File: src/design/firlp_pkg.sv
// Shared types, constants and the coefficient table of the low-pass FIR.
package firlp_pkg;

  localparam int COEF_W         = 16;
  localparam int COEF_TABLE_LEN = 16;
  localparam int COEF_IDX_W     = 7;

  // Q1.15 low-pass taps; the first entry is deliberately not mirrored.
  localparam logic signed [COEF_W-1:0] COEF_TABLE [COEF_TABLE_LEN] = '{
    -16'sd108,  -16'sd172,  -16'sd225,  16'sd0,
     16'sd833,   16'sd2375,  16'sd4297,  16'sd5918,
     16'sd6554,  16'sd5918,  16'sd4297,  16'sd2375,
     16'sd833,   16'sd0,    -16'sd225,  -16'sd172
  };

  // Control from the sequencer to the tap ring.
  typedef struct packed {
    logic load;    // push a new sample in, drop the oldest
    logic rotate;  // advance the ring by one tap, bit-rotating the head
  } ring_ctrl_t;

  // Coefficient of tap n; taps past the table weigh zero.
  function automatic logic signed [COEF_W-1:0] coef_at(input logic [COEF_IDX_W-1:0] n);
    logic signed [COEF_W-1:0] c;
    c = '0;
    if (n < COEF_IDX_W'(COEF_TABLE_LEN)) begin
      c = COEF_TABLE[n[3:0]];
    end
    return c;
  endfunction

endpackage

File: src/design/firlp_in_if.sv
// Input channel: valid/ready handshake carrying one raw sample.
interface firlp_in_if #(
  parameter int W = 16
) ();
  logic                valid;
  logic                ready;
  logic signed [W-1:0] sample_in;

  modport source (output valid, output sample_in, input ready);
  modport sink   (input valid, input sample_in, output ready);
endinterface

File: src/design/firlp_out_if.sv
// Result channel: valid/ready handshake carrying one filtered sample.
interface firlp_out_if #(
  parameter int W = 16
) ();
  logic                valid;
  logic                ready;
  logic signed [W-1:0] filtered_out;

  modport source (output valid, output filtered_out, input ready);
  modport sink   (input valid, input filtered_out, output ready);
endinterface

File: src/design/fir_lowpass_16tap_core.sv
// Sample flow: input transfer, bit-serial accumulation (ST_MAC), rounding (ST_ROUND), then
// the registered result. A new sample is accepted only in ST_IDLE; the single bit-serial
//   multiply-accumulate visits every tap once per sample bit plane.
// A finished result waits in the output register while the next sample is taken in.
// Reset (synchronous, active low) clears the delay line, the sequencer and the output valid.
module fir_lowpass_16tap_core #(
  parameter int TAP_COUNT      = 16,
  parameter int SAMPLE_WIDTH   = 16,
  parameter int COEF_FRAC_BITS = 15
) (
  input logic        clk,
  input logic        rst_n,
  firlp_in_if.sink   in_if,
  firlp_out_if.source out_if
);

  // Sum of |coef| is below 2^16, so SAMPLE_WIDTH+17 bits hold any partial sum;
  // one spare bit covers the rounding offset.
  localparam int ACC_W = SAMPLE_WIDTH + 18;
  localparam int TW    = $clog2(TAP_COUNT);
  localparam int BW    = $clog2(SAMPLE_WIDTH);

  localparam logic [TW-1:0] TAP_LAST   = TW'(TAP_COUNT - 1);
  localparam logic [BW-1:0] PLANE_LAST = BW'(SAMPLE_WIDTH - 1);

  localparam logic signed [ACC_W-1:0] SAT_HI =
    {{(ACC_W-SAMPLE_WIDTH+1){1'b0}}, {(SAMPLE_WIDTH-1){1'b1}}};
  localparam logic signed [ACC_W-1:0] SAT_LO = ~SAT_HI;
  localparam logic signed [ACC_W-1:0] ROUND_HALF =
    ACC_W'(1) << (COEF_FRAC_BITS - 1);

  typedef enum logic [1:0] {
    ST_IDLE,
    ST_MAC,
    ST_ROUND
  } state_t;

  state_t                         st_r;
  logic [TW-1:0]                  tap_cnt_r;
  logic [BW-1:0]                  plane_cnt_r;
  logic signed [ACC_W-1:0]        acc_r;
  logic                           out_valid_r;
  logic signed [SAMPLE_WIDTH-1:0] out_data_r;

  firlp_pkg::ring_ctrl_t          ring_ctrl;
  logic                           head_bit;
  logic                           in_xfer;
  logic                           out_free;
  logic                           out_load;
  logic                           mac_last;
  logic signed [firlp_pkg::COEF_W-1:0] coef;
  logic signed [ACC_W-1:0]        coef_ext;
  logic signed [ACC_W-1:0]        acc_base;
  logic signed [ACC_W-1:0]        acc_nxt;
  logic signed [ACC_W-1:0]        rounded;
  logic signed [ACC_W-1:0]        scaled;
  logic signed [SAMPLE_WIDTH-1:0] sat_out;

  // Accept a new sample only between items; the output register decouples the sink.
  assign in_if.ready   = (st_r == ST_IDLE);
  assign in_xfer       = in_if.valid && in_if.ready;
  assign out_free      = !out_valid_r || out_if.ready;
  assign out_load      = (st_r == ST_ROUND) && out_free;
  assign out_if.valid  = out_valid_r;
  assign out_if.filtered_out = out_data_r;

  assign mac_last = (tap_cnt_r == TAP_LAST) && (plane_cnt_r == PLANE_LAST);

  always_comb begin
    ring_ctrl.load   = in_xfer;
    ring_ctrl.rotate = (st_r == ST_MAC);
  end

  firlp_tap_ring #(
    .TAP_COUNT    (TAP_COUNT),
    .SAMPLE_WIDTH (SAMPLE_WIDTH)
  ) u_ring (
    .clk      (clk),
    .rst_n    (rst_n),
    .ctrl     (ring_ctrl),
    .sample   (in_if.sample_in),
    .head_bit (head_bit)
  );

  // Horner over bit planes, MSB first: double at the start of each plane, then add
  // each tap's coefficient where its bit is set. The sign plane subtracts.
  always_comb begin
    coef     = firlp_pkg::coef_at(firlp_pkg::COEF_IDX_W'(tap_cnt_r));
    coef_ext = {{(ACC_W-firlp_pkg::COEF_W){coef[firlp_pkg::COEF_W-1]}}, coef};
    acc_base = (tap_cnt_r == '0) ? (acc_r <<< 1) : acc_r;
    acc_nxt  = acc_base;
    if (head_bit) begin
      if (plane_cnt_r == '0) begin
        acc_nxt = acc_base - coef_ext;
      end else begin
        acc_nxt = acc_base + coef_ext;
      end
    end
  end

  // Round half up to the sample scale, then clamp to the signed sample range.
  always_comb begin
    rounded = acc_r + ROUND_HALF;
    scaled  = rounded >>> COEF_FRAC_BITS;
    if (scaled > SAT_HI) begin
      sat_out = SAT_HI[SAMPLE_WIDTH-1:0];
    end else if (scaled < SAT_LO) begin
      sat_out = SAT_LO[SAMPLE_WIDTH-1:0];
    end else begin
      sat_out = scaled[SAMPLE_WIDTH-1:0];
    end
  end

  always_ff @(posedge clk) begin
    if (!rst_n) begin
      st_r        <= ST_IDLE;
      tap_cnt_r   <= '0;
      plane_cnt_r <= '0;
      acc_r       <= '0;
      out_valid_r <= 1'b0;
      out_data_r  <= '0;
    end else begin
      // load a fresh result, else drop the held one once the sink has taken it
      if (out_load) begin
        out_data_r  <= sat_out;
        out_valid_r <= 1'b1;
      end else if (out_valid_r && out_if.ready) begin
        out_valid_r <= 1'b0;
      end
      case (st_r)
        ST_IDLE: begin
          if (in_xfer) begin
            acc_r       <= '0;
            tap_cnt_r   <= '0;
            plane_cnt_r <= '0;
            st_r        <= ST_MAC;
          end
        end
        ST_MAC: begin
          acc_r <= acc_nxt;
          if (tap_cnt_r == TAP_LAST) begin
            tap_cnt_r   <= '0;
            plane_cnt_r <= mac_last ? '0 : plane_cnt_r + 1'b1;
          end else begin
            tap_cnt_r <= tap_cnt_r + 1'b1;
          end
          if (mac_last) begin
            st_r <= ST_ROUND;
          end
        end
        ST_ROUND: begin
          // hold here until the output register is free
          if (out_free) begin
            st_r <= ST_IDLE;
          end
        end
        default: begin
          st_r <= ST_IDLE;
        end
      endcase
    end
  end

  // A transfer in always starts the accumulation.
  a_xfer_starts_mac: assert property (@(posedge clk) disable iff (!rst_n)
    in_xfer |=> (st_r == ST_MAC))
    else $error("sample transfer did not start accumulation");

  // Counters sit at zero whenever no item is in flight.
  a_idle_counters_clear: assert property (@(posedge clk) disable iff (!rst_n)
    (st_r == ST_IDLE) |-> (tap_cnt_r == '0 && plane_cnt_r == '0))
    else $error("tap or plane counter not cleared while idle");

  // The final tap of the final plane hands over to rounding.
  a_mac_ends_in_round: assert property (@(posedge clk) disable iff (!rst_n)
    (st_r == ST_MAC && mac_last) |=> (st_r == ST_ROUND))
    else $error("accumulation did not hand over to rounding");

  // Rounding with a free output register always yields a valid result.
  a_round_loads_output: assert property (@(posedge clk) disable iff (!rst_n)
    (st_r == ST_ROUND && out_free) |=> (out_valid_r && st_r == ST_IDLE))
    else $error("rounded result not loaded into output register");

  // Input is never taken while a result is still being computed.
  a_no_accept_busy: assert property (@(posedge clk) disable iff (!rst_n)
    (st_r == ST_MAC || st_r == ST_ROUND) |-> !in_if.ready)
    else $error("input ready raised during computation");

endmodule

File: src/design/firlp_tap_ring.sv
// Delay line held as a rotating ring of samples, presenting one bit per cycle while rotating.
module firlp_tap_ring #(
  parameter int TAP_COUNT    = 16,
  parameter int SAMPLE_WIDTH = 16
) (
  input  logic                           clk,
  input  logic                           rst_n,
  input  firlp_pkg::ring_ctrl_t          ctrl,
  input  logic signed [SAMPLE_WIDTH-1:0] sample,
  output logic                           head_bit
);

  logic [SAMPLE_WIDTH-1:0] ring_r   [TAP_COUNT];
  logic [SAMPLE_WIDTH-1:0] ring_nxt [TAP_COUNT];

  always_comb begin
    for (int i = 0; i < TAP_COUNT; i++) begin
      ring_nxt[i] = ring_r[i];
    end
    if (ctrl.load) begin
      // newest at slot 0, oldest falls off the end
      ring_nxt[0] = sample;
      for (int i = 1; i < TAP_COUNT; i++) begin
        ring_nxt[i] = ring_r[i-1];
      end
    end else if (ctrl.rotate) begin
      // head goes to the tail rotated left, so the next bit down surfaces next pass
      for (int i = 0; i < TAP_COUNT - 1; i++) begin
        ring_nxt[i] = ring_r[i+1];
      end
      ring_nxt[TAP_COUNT-1] = {ring_r[0][SAMPLE_WIDTH-2:0], ring_r[0][SAMPLE_WIDTH-1]};
    end
  end

  always_ff @(posedge clk) begin
    if (!rst_n) begin
      for (int i = 0; i < TAP_COUNT; i++) begin
        ring_r[i] <= '0;
      end
    end else begin
      for (int i = 0; i < TAP_COUNT; i++) begin
        ring_r[i] <= ring_nxt[i];
      end
    end
  end

  assign head_bit = ring_r[0][SAMPLE_WIDTH-1];

endmodule

File: src/flat_wrapper.sv
// flat-port wrapper written by rule: the top's interface ports become plain ports
module fir_lowpass_16tap_core_flat 
#(
  parameter int TAP_COUNT      = 16,
  parameter int SAMPLE_WIDTH   = 16,
  parameter int COEF_FRAC_BITS = 15
)
  (clk, rst_n, in_if_valid, in_if_sample_in, in_if_ready, out_if_valid, out_if_filtered_out, out_if_ready);
  firlp_in_if #(.W((16))) in_if_i ();
  firlp_out_if #(.W((16))) out_if_i ();
  input logic clk;
  input logic rst_n;
  input wire logic [$bits(in_if_i.valid)-1:0] in_if_valid;
  input wire logic [$bits(in_if_i.sample_in)-1:0] in_if_sample_in;
  output wire logic [$bits(in_if_i.ready)-1:0] in_if_ready;
  output wire logic [$bits(out_if_i.valid)-1:0] out_if_valid;
  output wire logic [$bits(out_if_i.filtered_out)-1:0] out_if_filtered_out;
  input wire logic [$bits(out_if_i.ready)-1:0] out_if_ready;
  assign in_if_i.valid = in_if_valid;
  assign in_if_i.sample_in = in_if_sample_in;
  assign in_if_ready = in_if_i.ready;
  assign out_if_valid = out_if_i.valid;
  assign out_if_filtered_out = out_if_i.filtered_out;
  assign out_if_i.ready = out_if_ready;
  fir_lowpass_16tap_core #(.TAP_COUNT(TAP_COUNT), .SAMPLE_WIDTH(SAMPLE_WIDTH), .COEF_FRAC_BITS(COEF_FRAC_BITS)) u_core (.clk(clk), .rst_n(rst_n), .in_if(in_if_i), .out_if(out_if_i));
endmodule
File: config.mk
export PLATFORM = sky130hd
export DESIGN_NAME = fir_lowpass_16tap_core_flat
export DESIGN_NICKNAME = d
export VERILOG_FILES = /design/src/design/firlp_pkg.sv /design/src/design/firlp_in_if.sv /design/src/design/firlp_out_if.sv /design/src/design/fir_lowpass_16tap_core.sv /design/src/design/firlp_tap_ring.sv /design/src/flat_wrapper.sv
export SDC_FILE = /design/constraint.sdc
export NUM_CORES = 1
export LEC_CHECK = 0
export BUFFER_PORTS_ARGS = -buffer_cell sky130_fd_sc_hd__buf_2
export CAP_MARGIN = 20
export CORE_UTILIZATION = 30
export CTS_CLUSTER_DIAMETER = 80
export DETAILED_ROUTE_END_ITERATION = 8
export PLACE_DENSITY_LB_ADDON = 0.25
export SYNTH_ARGS = -nofsm -noshare
export SYNTH_HDL_FRONTEND = slang
export SYNTH_SLANG_ARGS = --single-unit
File: constraint.sdc
create_clock -name clk -period 4.6 [get_ports clk]
set_clock_uncertainty 0.2 [all_clocks]
set_input_delay 0.69 -clock clk [delete_from_list [all_inputs] [get_ports clk]]
set_output_delay 0.69 -clock clk [all_outputs]
set_load 0.01 [all_outputs]
==> run summary, run 1 <==
clock slew at reported path FFs -> 0.06 ns
syn_area_per_cell -> 8.26 um2
WP data required -> 4.79 ns
first-pass GRT wire length -> 65400 um
synthesis-to-finish area growth -> 19.3%
placed inst area -> 17100 um2
unrepaired setup endpoints after global routing -> true
Comb pwr share -> 8.7%
final net count -> 2011
status -> finished, violations left
I/O Buffers -> 37
via count -> 14100
Unique masters post-synth -> 74
CTS sink count -> 317
Worst Setup EP -> u_core.acc_r[31]$_SDFFE_PN0P_
layout cells sized above 1 -> 16.1%
die extent in x -> 230 um
worst r2r src -> u_core.tap_cnt_r[0]$_SDFFE_PN0P_
fmax -> 215 MHz
# IOs -> 38
Post-Synthesis Cells -> 1889
setup TNS -> -0.0572 ns
Design Area, Final -> 18600 um2
Slew Viols, Final -> 0
Arr. time, crit path -> 4.85 ns
Top FF cell, synth -> dfxtp_1
starting density of the core -> 30.4%
clock buffer depth -> 3
wire per inst -> 14.9 um
CP endpoint kind -> flip-flop
post-synth design cell area -> 15600 um2
Final Hold Viols -> 0
R2R setup slack -> -0.06 ns
Synth top cells by count -> dfxtp_1, a21oi_1, nand2_1
GRT Total Usage -> 14.5%
main area contributors after synthesis -> dfxtp_1, a22oi_1, a21oi_1, nand2_1, ha_1
r2r worst-path depth -> 20
EDFF count, synth -> 0
Leak -> 6.58 nW
Root Buffer -> clkbuf_16
Final WS setup -> -0.0572 ns
Avg Vias per Cell -> 5.32
Max VDD drop -> 287 uV
ys async rst share -> 0%
CP Max Fanout -> 4
Pre-antenna DRT Iters -> 6
Seq/Total Area, Yosys -> 40.7%
fin crit share -> 101%
final core utilization -> 36.3%
post-DP HPWL -> 24500 um
Worst setup SP type -> flip-flop
Hold WC Path Type -> input pin to flip-flop
CP Class -> flip-flop to flip-flop
final WL -> 39500 um
Sw Share -> 25.0%
overall power -> 6.28 mW
DRT iter0 DRCs -> 1225
Reg power frac -> 44.5%
R2R Path End -> u_core.acc_r[31]$_SDFFE_PN0P_
grt ovf -> 0
core area -> 51300 um2
die area -> 52900 um2
Final setup viols -> 1
Slew HR -> 32.9%
NetSw -> 1.57 mW
largest net degree at the start of global routing -> 175
synth warn -> 0
DRT antenna net count -> 0
TritonCTS buffer count -> 38
CP Launch Point -> u_core.tap_cnt_r[0]$_SDFFE_PN0P_
Seq cells post-synth -> 317
Syn Nets -> 1960
Ant. Diodes -> 0
CTS tree -> built
clock share of power -> 46.8%
top-area cell type share of the netlist area -> 40.7%
Fillers -> 5342
vias in the first global route -> 12900
max cap viols -> 0
violated checks -> negative setup slack
P_int -> 4.71 mW
count leader, synth -> dfxtp_1
Clock Latency Late Sink -> 0.54 ns
Pwr Density -> 338 nW/um2
Tmin final -> 4.66 ns
antenna violations before repair -> 1
pre-CTS setup slack -> -0.269 ns
routability congestion estimate -> 0.868
post-synth top area cell -> dfxtp_1
Die Ht -> 230 um
worst slew pin tran -> 1.01 ns
number of core rows -> 83
DRC viols -> 0
H-tree Lvls -> 2
## per-stage QoR
step | std cells | hold slack, ns
2_1_floorplan | 1889 | 0.237
3_3_place_gp | 2575 | 0.243
3_5_place_dp | 2575 | 0.249
4_1_cts | 2642 | 0.194
5_1_grt | 2646 | 0.219
6_report | 2646 | 0.229
## cells in the final DEF (no fill, tap or decap), types with 8 or more instances in the layout
| master | count |
|---|---|
| a21oi_1 | 308 |
| a21o_1 | 23 |
| o21ai_1 | 9 |
| nor2_1 | 96 |
| o21ai_0 | 23 |
| o22ai_1 | 20 |
| clkbuf_16 | 39 |
| nand4_1 | 10 |
| and3_1 | 8 |
| buf_2 | 37 |
| nand2_1 | 306 |
| nand3_1 | 24 |
| xnor2_1 | 32 |
| a222oi_1 | 23 |
| a22oi_1 | 262 |
| dfxtp_1 | 313 |
| buf_4 | 124 |
| ha_1 | 46 |
| nand2b_1 | 10 |
| clkbuf_1 | 11 |
| xor2_1 | 25 |
| mux2_2 | 30 |
| inv_1 | 18 |
## state kept, by name, summed over array words and instances (netlist names)
name                        flops
u_core.acc_r                   34
u_core.out_if.filtered_out     16
u_core.out_if.valid             1
u_core.plane_cnt_r              4
u_core.st_r                     2
u_core.tap_cnt_r                4
u_core.u_ring.ring_r          256
## cells by family (layout without fill, tap and decap cells)
kind of cell	Yosys count	count (layout)	synth area share [%]
buffers and inverters	182	259	4.53
and+or+nand+nor	507	507	14.1
DFF	317	317	40.7
AOI/OAI and AO/OA	740	740	30.9
adders and majority gates	51	51	4.14
xor gates and xnor gates	57	57	3.20
muxes	35	35	2.49
## area by class of cell
class / instances / area [um2] / share of cell area [%]
clock buffers: 56 / 1100 / 5.91
clock inverters: 10 / 124 / 0.666
inverters: 22 / 92.6 / 0.498
multi-input cells: 1390 / 8790 / 47.2
flip-flops and latches: 317 / 6360 / 34.2
well taps: 680 / 851 / 4.57
repair buffers: 171 / 1290 / 6.93
## worst max-delay path: stages (launching register included)
cell and delay [ns]:
dfxtp_4 0.39, inv_4 0.05, ha_4 0.16, mux2_4 0.27
a21oi_4 0.16, ha_4 0.15, nor3b_4 0.19, nor2b_4 0.22
nor4b_4 0.20, nor2_1 0.07, xnor2_1 0.16, ha_1 0.35
and3_4 0.17, and2_4 0.15, a2111o_1 0.40, o21ai_4 0.20
a21oi_2 0.09, o31a_1 0.34, a221oi_2 0.32, xor2_1 0.20
o22ai_1 0.08
## metal layers
layer / part of all wire [%] / vias to the layer above / GRT usage (%)
met4: 1.3 / 2 / 3.66
met5: 0.020 / - / 0
met1: 48 / 6760 / 20.1
met2: 46 / 266 / 23.0
met3: 4.2 / 39 / 2.69
li1: - / 7020 / -
## worst min path at each step
stage,from,end,depth (start not counted)
floorplan,u_core.u_ring.ring_r[0][241]$_SDFFE_PN0P_,u_core.u_ring.ring_r[0][241]$_SDFFE_PN0P_,2
CTS,in_if_sample_in[14],u_core.u_ring.ring_r[0][14]$_SDFFE_PN0P_,3
detailed placement,u_core.u_ring.ring_r[0][247]$_SDFFE_PN0P_,u_core.u_ring.ring_r[0][247]$_SDFFE_PN0P_,2
finish,in_if_sample_in[5],u_core.u_ring.ring_r[0][5]$_SDFFE_PN0P_,3
global placement,u_core.u_ring.ring_r[0][247]$_SDFFE_PN0P_,u_core.u_ring.ring_r[0][247]$_SDFFE_PN0P_,2
global route,in_if_sample_in[13],u_core.u_ring.ring_r[0][13]$_SDFFE_PN0P_,3
## power by group through the flow
stage,Clock (mW),Sequential [mW],Combinational [mW]
after floorplan,0,2.84,0.370
after global placement,0,2.85,0.532
after detailed placement,0,2.85,0.534
after CTS,3.05,2.79,0.539
after global routing,3.17,2.79,0.598
final,2.94,2.79,0.545
## what timing repair did
| item | in CTS | in global routing |
|---|---|---|
| pin swaps | 14 | 27 |
| setup buffers | 1 | 3 |
| resized for setup | 13 | 26 |
| setup endpoints to repair | 10 | 19 |
| hold buffers | 0 | 0 |
Note: power is estimated with default switching activity, not from simulation.
==> run 2, diff against run 1 <==
- RECOVER_POWER: default -> 25
==> run 2 against run 1 <==
Effect of this change:
- critical path type unchanged
- the run still ends with negative setup slack left
- worst setup slack is essentially flat
- non-clock buffer count is the same
- largest power group unchanged
- hold slack is the same
- combinational power is essentially flat
- highest routed layer unchanged
- final cell count is the same
==> run summary, run 2 (same netlist as run 1, synthesis figures left out) <==
Hold WS -> 0.229 ns
largest register by flop count -> u_core.u_ring.ring_r
Leak -> 6.58 nW
pre-CTS setup slack -> -0.269 ns
Slew Viols, Final -> 0
cts hold-fix bufs -> 0
synthesis-to-finish area growth -> 19.3%
via count -> 14100
Die Ht -> 230 um
violated checks -> negative setup slack
Hold WC Path Type -> input pin to flip-flop
antenna violations before repair -> 1
wire per inst -> 14.9 um
GRT Total Usage -> 14.5%
largest net degree at the start of global routing -> 175
number of core rows -> 83
most common cell after layout, fill and taps aside -> dfxtp_1
overall power -> 6.28 mW
fin crit share -> 101%
Max VDD drop -> 287 uV
max cap viols -> 0
clock slew at reported path FFs -> 0.06 ns
I/O Buffers -> 37
Clock Latency Late Sink -> 0.54 ns
DRT antenna net count -> 0
core area -> 51300 um2
starting density of the core -> 30.4%
CP Max Fanout -> 4
Final Hold Viols -> 0
commonest non-fill, non-tap cells in the layout -> dfxtp_1, a21oi_1, nand2_1, a22oi_1, buf_4
Ant. Diodes -> 0
post-DP HPWL -> 24500 um
unrepaired setup endpoints after global routing -> true
fmax -> 215 MHz
vias in the first global route -> 12900
CTS tree -> built
Arr. time, crit path -> 4.85 ns
WP data required -> 4.79 ns
Fillers -> 5342
final net count -> 2011
max reg flops -> 256
routability congestion estimate -> 0.868
Avg Vias per Cell -> 5.33
CP endpoint kind -> flip-flop
layout cells sized above 1 -> 16.1%
Pre-antenna DRT Iters -> 6
status -> finished, violations left
Slew HR -> 32.9%
CP Class -> flip-flop to flip-flop
CTS sink count -> 317
die area -> 52900 um2
final WL -> 39500 um
first-pass GRT wire length -> 65400 um
worst slew pin tran -> 1.01 ns
DRT iter0 DRCs -> 1225
TritonCTS buffer count -> 38
clock buffer depth -> 3
Pwr Density -> 338 nW/um2
Final setup viols -> 1
die extent in x -> 230 um
Worst setup SP type -> flip-flop
Root Buffer -> clkbuf_16
H-tree Lvls -> 2
DRC viols -> 0
Tmin final -> 4.66 ns
Final WS setup -> -0.0573 ns
grt ovf -> 0
# IOs -> 38
run 2: cell counts in the layout (fill, tap and decap cells not counted):
Identical to the previous run, type by type.
run 2: final timing paths:
path,from,end,slack (ns),cells past startpoint
min,in_if_sample_in[5],u_core.u_ring.ring_r[0][5]$_SDFFE_PN0P_,0.23,3
max,u_core.tap_cnt_r[0]$_SDFFE_PN0P_,u_core.acc_r[31]$_SDFFE_PN0P_,-0.06,20
max reg2reg,u_core.tap_cnt_r[0]$_SDFFE_PN0P_,u_core.acc_r[31]$_SDFFE_PN0P_,-0.06,20
min reg2reg,u_core.u_ring.ring_r[0][247]$_SDFFE_PN0P_,u_core.u_ring.ring_r[0][247]$_SDFFE_PN0P_,0.26,2
run 2: cell type report:
type	instances	area [um2]	area share (%)
clock buffers	56	1100	5.91
well taps	680	851	4.57
clock inverters	10	124	0.666
multi-input cells	1390	8790	47.2
repair buffers	171	1290	6.93
flip-flops and latches	317	6360	34.2
inverters	22	92.6	0.498
run 2: power by group:
part	total [mW]	internal, mW	leakage, nW	switching [mW]
clock	2.94	1.77	0.592	1.17
combinational	0.545	0.169	3.43	0.376
sequential	2.79	2.77	2.56	0.0244
run 2: through the flow:
step                util, %  TNS [ns]  instance area [um2]  cells
detailed placement     33.4    -0.889                17100   2575
global placement       33.4    -0.418                17100   2575
CTS                    35.9    -0.115                18400   2642
finish                 36.3   -0.0573                18600   2646
floorplan                 -         0                15700   1889
global route           36.3     -2.40                18600   2646
run 2: worst max-delay path, stage by stage, from the launching register on:
cell and delay, ns:
dfxtp_4 0.39, inv_4 0.05, ha_4 0.16, mux2_4 0.27, a21oi_4 0.16, ha_4 0.15
nor3b_4 0.19, nor2b_4 0.22, nor4b_4 0.20, nor2_1 0.07, xnor2_1 0.16, ha_1 0.35
and3_4 0.17, and2_4 0.15, a2111o_1 0.40, o21ai_4 0.20, a21oi_2 0.09, o31a_1 0.34
a221oi_2 0.32, xor2_1 0.20, o22ai_1 0.08
run 2: per-layer routing:
layer | global-route usage, % | part of all wire, % | vias to the layer above
li1 | - | - | 7020
met1 | 20.1 | 48 | 6761
met2 | 23.0 | 46 | 268
met3 | 2.69 | 4.2 | 39
met4 | 3.66 | 1.3 | 2
met5 | 0 | 0.020 | -
run 2: timing repair:
| item | CTS | global route |
|---|---|---|
| gates resized for setup | 13 | 26 |
| pin swaps | 14 | 27 |
| buffers inserted | 1 | 3 |
| hold endpoints to repair | 0 | 0 |
| endpoints found under the setup margin | 10 | 19 |
